## src/sv/arc_polyline_tessellator_unit_assert.svh

```systemverilog
// assertion macros for the arc tessellator
// depends on nothing; included by modules that check their own logic
`ifndef ARC_POLYLINE_TESSELLATOR_UNIT_ASSERT_SVH
`define ARC_POLYLINE_TESSELLATOR_UNIT_ASSERT_SVH
`ifndef NO_ASSERTIONS
// checked property with reset gating
`define ATP_ASSERT(lbl, clk, rstn, prop) \
  lbl: assert property (@(posedge clk) disable iff (!rstn) prop) else $error("atp check failed");
// checked property without reset gating
`define ATP_ASSERT_ALWAYS(lbl, clk, prop) \
  lbl: assert property (@(posedge clk) prop) else $error("atp check failed");
`else
`define ATP_ASSERT(lbl, clk, rstn, prop)
`define ATP_ASSERT_ALWAYS(lbl, clk, prop)
`endif
`endif

```

## src/sv/atp_pkg.sv

```systemverilog
// shared constants, types and the arctangent table for the arc tessellator
// depends on nothing
package atp_pkg;
  localparam int DefMaxSegments = 63;
  localparam int DefCoordBits   = 24;
  localparam int DefAngleBits   = 16;
  localparam int DefCordicIters = 16;

  localparam int SegBits  = 6;
  localparam int VnumBits = 6;
  localparam logic [SegBits-1:0] SegReset = 6'd32;

  // cordic datapath word, turn scaled to 32 fraction bits plus headroom
  localparam int CordicW = 34;
  localparam logic signed [CordicW-1:0] CordicGain = 34'sh026DD3B6A;

  typedef struct packed {
    logic                      valid;
    logic signed [CordicW-1:0] z;
  } cordic_req_t;

  typedef struct packed {
    logic                      valid;
    logic signed [CordicW-1:0] x;
    logic signed [CordicW-1:0] y;
  } cordic_rsp_t;

  // atan(2^-i) in 32 fraction bits of a turn
  function automatic logic [31:0] atan_turn(input int idx);
    logic [31:0] v;
    case (idx)
      0:  v = 32'h20000000;
      1:  v = 32'h12E4051E;
      2:  v = 32'h09FB385B;
      3:  v = 32'h051111D4;
      4:  v = 32'h028B0D43;
      5:  v = 32'h0145D7E1;
      6:  v = 32'h00A2F61E;
      7:  v = 32'h00517C55;
      8:  v = 32'h0028BE53;
      9:  v = 32'h00145F2F;
      10: v = 32'h000A2F98;
      11: v = 32'h000517CC;
      12: v = 32'h00028BE6;
      13: v = 32'h000145F3;
      14: v = 32'h0000A2FA;
      15: v = 32'h0000517D;
      16: v = 32'h000028BE;
      17: v = 32'h0000145F;
      18: v = 32'h00000A30;
      19: v = 32'h00000518;
      20: v = 32'h0000028C;
      21: v = 32'h00000146;
      22: v = 32'h000000A3;
      23: v = 32'h00000051;
      default: v = 32'h00000000;
    endcase
    return v;
  endfunction
endpackage

```

## src/sv/atp_cordic_cell.sv

```systemverilog
// one cordic rotation cell with fixed shift and arctangent step
// depends on atp_pkg
module atp_cordic_cell import atp_pkg::*; #(
  parameter int          SHIFT = 0,
  parameter logic [31:0] ATAN  = 32'h20000000
) (
  input  logic        clk_i,
  input  logic        rst_ni,
  input  cordic_rsp_t prev_i,
  input  logic signed [CordicW-1:0] z_i,
  output cordic_rsp_t next_o,
  output logic signed [CordicW-1:0] z_o
);
  logic valid_q;
  logic signed [CordicW-1:0] x_q, y_q;
  logic signed [CordicW-1:0] z_q;
  logic signed [CordicW-1:0] dx, dy, at;

  assign dx = prev_i.y >>> SHIFT;
  assign dy = prev_i.x >>> SHIFT;
  assign at = $signed({{(CordicW-32){1'b0}}, ATAN});

  // valid is control, data words follow it without reset
  always_ff @(posedge clk_i or negedge rst_ni) begin
    if (!rst_ni) begin
      valid_q <= 1'b0;
    end else begin
      valid_q <= prev_i.valid;
    end
  end

  // rotate toward zero residual angle
  always_ff @(posedge clk_i) begin
    if (!z_i[CordicW-1]) begin
      x_q <= prev_i.x - dx;
      y_q <= prev_i.y + dy;
      z_q <= z_i - at;
    end else begin
      x_q <= prev_i.x + dx;
      y_q <= prev_i.y - dy;
      z_q <= z_i + at;
    end
  end

  assign next_o = '{valid: valid_q, x: x_q, y: y_q};
  assign z_o    = z_q;
endmodule

```

## config.mk

```make
export PLATFORM = sky130hd
export DESIGN_NAME = atp_cordic_cell
export DESIGN_NICKNAME = d
export VERILOG_FILES = /design/src/sv/arc_polyline_tessellator_unit_assert.svh /design/src/sv/atp_pkg.sv /design/src/sv/atp_cordic_cell.sv
export SDC_FILE = /design/constraint.sdc
export NUM_CORES = 1
export LEC_CHECK = 0
export BUFFER_PORTS_ARGS = -buffer_cell sky130_fd_sc_hd__buf_2
export CORE_ASPECT_RATIO = 0.7
export CORE_UTILIZATION = 55
export CTS_CLUSTER_DIAMETER = 30
export DETAILED_ROUTE_END_ITERATION = 10
export PLACE_DENSITY = 0.85
export SYNTH_ARGS = -nofsm -noshare
export SYNTH_HDL_FRONTEND = slang
export SYNTH_SLANG_ARGS = --single-unit
```

## constraint.sdc

```tcl
create_clock -name clk_i -period 0.9 [get_ports clk_i]
set_clock_uncertainty 0.2 [all_clocks]
set_input_delay 0.18 -clock clk_i [delete_from_list [all_inputs] [get_ports clk_i]]
set_output_delay 0.18 -clock clk_i [all_outputs]
set_load 0.03 [all_outputs]
```

==> results of run 1 <==
-- cells in the mapped netlist, types with 3 or more instances --
cell type,n,area [um^2]
a21oi_1,136,681
inv_1,104,390
ha_1,103,1290
dfxtp_1,101,2020
o21ai_0,75,375
nor2_1,73,274
xnor2_1,63,552
nand2_1,55,206
clkbuf_1,29,109
nor3_1,20,100
o211ai_1,17,128
mux2i_1,16,160
nand4_1,15,93.8
o21bai_1,15,113
nand3_1,13,65.1
a21o_1,12,90.1
a31oi_1,12,75.1
a211o_1,11,96.3
buf_1,11,41.3
a211oi_1,10,75.1
nor2b_1,10,62.6
o31ai_1,10,75.1
and2_1,9,56.3
o21a_1,9,67.6
nor4_1,7,43.8
nand2b_1,6,37.5
a221oi_1,5,43.8
fa_1,4,80.1
o22ai_1,4,25.0
or2_2,4,25.0
or3_1,4,25.0
or4_1,4,30.0
a2bb2oi_1,3,26.3
a31o_2,3,26.3
a41o_1,3,30.0
a41oi_1,3,26.3
buf_2,3,15.0
buf_4,3,22.5
o221ai_1,3,26.3
-- through the flow --
stage	cells	cell area (um^2)	hold WS, ns	util
after floorplan	1032	8700	-0.316	-
after global placement	1732	12400	-0.246	0.876
after detailed placement	1732	12400	-0.242	0.876
-- cells by family after synthesis --
group	Yosys count	synth area share
XOR/XNOR	65	0.0702
buffers and inverters	154	0.0744
adder cells (fa/ha/maj)	107	0.169
AND/OR/NAND/NOR	226	0.131
multiplexers	16	0.0198
flip-flops	102	0.253
AO/OA/AOI/OAI	362	0.283
==> results.sh, run 1 <==
export IMPL_synthArstFlopShare=0.00980
export IMPL_synth_edf_count=0
export IMPL_synth_area_um2=8110
export IMPL_port_buffers=207
export IMPL_cts_buffers=9
export IMPL_dp_hpwl_um=30300
export IMPL_cts_sinks=102
export IMPL_yosys_warnings=0
export IMPL_fp_row_count=36
export IMPL_post_cts_buffers=72
export IMPL_cts_hold_buf=31
export IMPL_cts_buffer_depth=2
export IMPL_synth_nets=1244
export IMPL_seq_area_frac_synth=0.253
export IMPL_ys_flop_type="dfxtp_1"
export IMPL_ys_seq_elements=102
export IMPL_synth_cells=1032
export IMPL_fp_dieH_um=104
export IMPL_outcome="aborted with a tool error"
export IMPL_clockRootBuffer="clkbuf_16"
export IMPL_cts_resized=590
export IMPL_place_ws_ns=-2.07
export IMPL_initial_core_util=0.573
export IMPL_io_pins=208
export IMPL_htree_num_levels=3
export IMPL_die_w_um=147
export IMPL_synth_distinct_cells=73
export IMPL_avgSynthCellArea_um2=7.85
export IMPL_firstError="[ERROR DPL-0038] Utilization greater than 100%, impossible to legalize"
export IMPL_stop_stage="clock tree synthesis"
export IMPL_gp_congestion=1.02
==> run 2: changes to the inputs <==
--- a/config.mk
+++ b/config.mk
@@ -6,11 +6,9 @@
 export NUM_CORES = 1
 export LEC_CHECK = 0
 export BUFFER_PORTS_ARGS = -buffer_cell sky130_fd_sc_hd__buf_2
-export CORE_ASPECT_RATIO = 0.7
-export CORE_UTILIZATION = 55
-export CTS_CLUSTER_DIAMETER = 30
+export CORE_UTILIZATION = 40
 export DETAILED_ROUTE_END_ITERATION = 10
-export PLACE_DENSITY = 0.85
+export PLACE_DENSITY_LB_ADDON = 0.15
 export SYNTH_ARGS = -nofsm -noshare
 export SYNTH_HDL_FRONTEND = slang
 export SYNTH_SLANG_ARGS = --single-unit
==> results.sh, run 2 <==
export IMPL_synth_top_area_share=0.249
export IMPL_cp_end_kind="flop"
export IMPL_synth_common_cells="a21oi_1, inv_1, ha_1"
export IMPL_slowest_delay_ns=0.40
export IMPL_ys_flop_type="dfxtp_1"
export IMPL_critPathKind="primary input to flop"
export IMPL_comb_power_share=0.562
export IMPL_yosysMostFrequentCell="a21oi_1"
export IMPL_fin_ws_ns=-1.57
export IMPL_ys_seq_elements=102
export IMPL_cap_violations=0
export IMPL_final_nets=1875
export IMPL_met3_usage=0.0404
export IMPL_outcome="finished, violations left"
export IMPL_seq_area_frac_synth=0.253
export IMPL_grt_use_met1=0.434
export IMPL_cts_hold_buf=31
export IMPL_worst_slew_pin_slew_ns=0.619
export IMPL_vdd_drop_max_uv=1170
export IMPL_leakage_uw=0.00739
export IMPL_htree_num_levels=3
export IMPL_fin_crit_sh=2.74
export IMPL_cp_required_ns=0.94
export IMPL_synth_nets=1244
export IMPL_num_vias=10800
export IMPL_gp_congestion=0.962
export IMPL_fp_dieH_um=144
export IMPL_yosys_warnings=0
export IMPL_dieArea_um2=20800
export IMPL_fin_cells=1933
export IMPL_cts_sinks=102
export IMPL_area_growth_pct=100
export IMPL_grtUsageMet2=0.569
export IMPL_ant_nets=0
export IMPL_cts_tree="built"
export IMPL_setup_violations_final=173
export IMPL_finalWirelength_um=39900
export IMPL_critPathLaunchType="primary input"
export IMPL_diodes=0
export IMPL_io_pins=208
export IMPL_dpl_instance_area_um2=12500
export IMPL_holdCritPathClass="primary input to flop"
export IMPL_grt_overflow=0
export IMPL_port_buffers=207
export IMPL_antenna_found_initial=0
export IMPL_fp_row_count=51
export IMPL_cp_slowest_cell="fa_2"
export IMPL_synth_edf_count=0
export IMPL_drt_first_pass_iters=5
export IMPL_seqPwrFrac=0.261
export IMPL_avgSynthCellArea_um2=7.85
export IMPL_vias_per_cell=5.61
export IMPL_cts_buffer_depth=2
export IMPL_maxSlewViolCount=0
export IMPL_power_density_nw_per_um2=1420
export IMPL_grt_usage=0.335
export IMPL_path_max_fanout=3
export IMPL_clock_fmax_mhz=405
export IMPL_dp_hpwl_um=24900
export IMPL_cp_arrival_ns=2.51
export IMPL_power_switching_uw=9420
export IMPL_initial_core_util=0.412
export IMPL_failed_checks="negative hold slack, negative setup slack"
export IMPL_cts_buffers=9
export IMPL_drt_iter0_markers=1091
export IMPL_synth_top_cells_by_area="dfxtp_1, ha_1, a21oi_1"
export IMPL_worstPathCellList="buf_12, inv_12, buf_4, fa_2, nand3b_1, a211o_1, a41oi_2, o31a_1, a21o_1, a21oi_2, mux2i_1, xnor2_1"
export IMPL_synth_area_um2=8110
export IMPL_clockRootBuffer="clkbuf_16"
export IMPL_internal_power_uw=13600
export IMPL_grt_start_max_net_pins=26
export IMPL_wl_per_cell_um=20.6
export IMPL_final_common_cell="buf_4"
export IMPL_yosysTopAreaCell="dfxtp_1"
export IMPL_synth_distinct_cells=73
export IMPL_die_w_um=144
export IMPL_synthArstFlopShare=0.00980
export IMPL_p_sw_frac=0.409
export IMPL_place_ws_ns=-2.03
export IMPL_cp_num_buf_inv=3
export IMPL_grt_setup_unrepaired="yes"
export IMPL_period_needed_ns=2.47
export IMPL_synth_cells=1032
export IMPL_holdWs_ns=-0.0990
export IMPL_max_slew_margin=0.583
export IMPL_final_cell_mix="buf_4, buf_6, dfxtp_2"
export IMPL_cp_top_family="compound AO/OA/AOI/OAI gates"
export IMPL_clkTransAtPathRegs_ns=0.08
export IMPL_clkPwrFrac=0.178
export IMPL_drc_errors=0
export IMPL_drive_gt1_frac=0.613
export IMPL_hold_viol_final=8
export IMPL_gr_max_usage_layer="met2"
export IMPL_grt_pass1_vias=10100
export IMPL_placed_cells=1811
export IMPL_final_cell_area_um2=16200
export IMPL_core_um2=19700
export IMPL_grt_pass1_wl_um=53500
run 2: cell counts after synthesis:
No cell type changed its count.
run 2: worst paths after layout:
check                          start                end  slack, ns  depth (start not counted)
setup / recovery           prev_i[1]    y_q[18]$_DFF_P_      -1.57                         12
hold / removal               z_i[29]    z_o[29]$_DFF_P_       -0.1                          3
max in group asynchronous     rst_ni  valid_q$_DFF_PN0_       0.50                          2
min in group asynchronous     rst_ni  valid_q$_DFF_PN0_      -0.09                          2
run 2: repair_timing:
action	4_1_cts	5_1_grt
cloned	1	0
setup endpoints to repair	173	173
endpoints found under the hold margin	40	9
gates resized for setup	557	142
pin swaps	126	94
buffers inserted	42	37
run 2: layer usage:
metal	share of wire	vias to the layer above
met2	0.48	633
met1	0.40	5134
met5	0	-
li1	-	4915
met3	0.074	156
met4	0.051	0
run 2: cell type report:
class	instances	area (um^2)
well taps	265	332
inverters	107	479
flip-flops and latches	102	2180
clock buffers	10	229
fillers	1164	3450
clock inverters	6	55.1
repair buffers	667	5740
multi-input cells	776	7190
run 2: power by group through the flow:
stage	clock, uW	combinational, uW	sequential (uW)
detailed placement	0	9390	5680
global route	4300	13500	6070
CTS	4100	11700	5960
floorplan	0	3720	7360
finish	4100	12900	6010
global placement	0	9350	5670
run 2: cell families after synthesis:
logic type	after synthesis	synth area share
muxes	16	0.0198
adders and majority gates	107	0.169
buffers and inverters	154	0.0744
DFF	102	0.253
xor gates and xnor gates	65	0.0702
AOI/OAI and AO/OA	362	0.283
and+or+nand+nor	226	0.131
run 2: tightest hold or removal path: cells and delay by family:
kind | cells | cell delay, ns
buffers and inverters | 3 | 0.25
run 2: metrics by stage:
stage | setup TNS [ns] | hold slack, ns | power (uW) | util
6_report | -113.11 | -0.0990 | 23100 | 0.825
5_1_grt | -118.07 | -0.0879 | 23900 | 0.825
4_1_cts | -107.98 | -0.111 | 21800 | 0.781
3_5_place_dp | -112.00 | -0.244 | 15100 | 0.634
3_3_place_gp | -111.51 | -0.245 | 15000 | 0.634
2_1_floorplan | -79.44 | -0.316 | 11100 | -
Note: power is estimated with default switching activity, not from simulation.
==> run 3: changes to the inputs <==
--- a/config.mk
+++ b/config.mk
@@ -6,9 +6,10 @@
 export NUM_CORES = 1
 export LEC_CHECK = 0
 export BUFFER_PORTS_ARGS = -buffer_cell sky130_fd_sc_hd__buf_2
-export CORE_UTILIZATION = 40
+export CORE_UTILIZATION = 55
 export DETAILED_ROUTE_END_ITERATION = 10
 export PLACE_DENSITY_LB_ADDON = 0.15
+export REMOVE_ABC_BUFFERS = 1
 export SYNTH_ARGS = -nofsm -noshare
 export SYNTH_HDL_FRONTEND = slang
 export SYNTH_SLANG_ARGS = --single-unit
==> results.sh, run 3 <==
export IMPL_outcome="aborted with a tool error"
export IMPL_stop_stage="clock tree synthesis"
export IMPL_firstError="[ERROR DPL-0038] Utilization greater than 100%, impossible to legalize"
export IMPL_gp_congestion=1.02
export IMPL_synth_distinct_cells=73
export IMPL_htree_num_levels=3
export IMPL_initial_core_util=0.573
export IMPL_cts_resized=618
export IMPL_avgSynthCellArea_um2=7.85
export IMPL_clockRootBuffer="clkbuf_16"
export IMPL_yosysMostFrequentCell="a21oi_1"
export IMPL_fp_dieH_um=123
export IMPL_ys_flop_type="dfxtp_1"
export IMPL_placed_cells=1703
export IMPL_io_pins=208
export IMPL_synth_common_cells="a21oi_1, inv_1, ha_1"
export IMPL_cts_buffers=9
export IMPL_synth_cells=1032
export IMPL_post_cts_buffers=50
export IMPL_seq_area_frac_synth=0.253
export IMPL_port_buffers=207
export IMPL_synth_top_area_share=0.249
export IMPL_yosysTopAreaCell="dfxtp_1"
export IMPL_dp_hpwl_um=26000
export IMPL_cts_sinks=102
export IMPL_cts_hold_buf=32
export IMPL_synth_area_um2=8110
export IMPL_ys_seq_elements=102
export IMPL_cts_buffer_depth=2
export IMPL_fp_row_count=43
export IMPL_synth_edf_count=0
export IMPL_synthArstFlopShare=0.00980
export IMPL_synth_top_cells_by_area="dfxtp_1, ha_1, a21oi_1"
export IMPL_die_w_um=123
export IMPL_yosys_warnings=0
==> run 3: cell counts after synthesis <==
Identical to the previous run, type by type.
==> run 3: per-stage QoR <==
stage               worst slack (ns)  instance area (um^2)
floorplan                      -1.77                  7910
global placement               -2.12                 11700
detailed placement             -2.16                 11700
==> run 3: cell families after synthesis <==
group,after synthesis,share of synthesized area
AO/OA/AOI/OAI,362,0.283
AND/OR/NAND/NOR,226,0.131
buffers and inverters,154,0.0744
adder cells (fa/ha/maj),107,0.169
flip-flops,102,0.253
XOR/XNOR,65,0.0702
multiplexers,16,0.0198
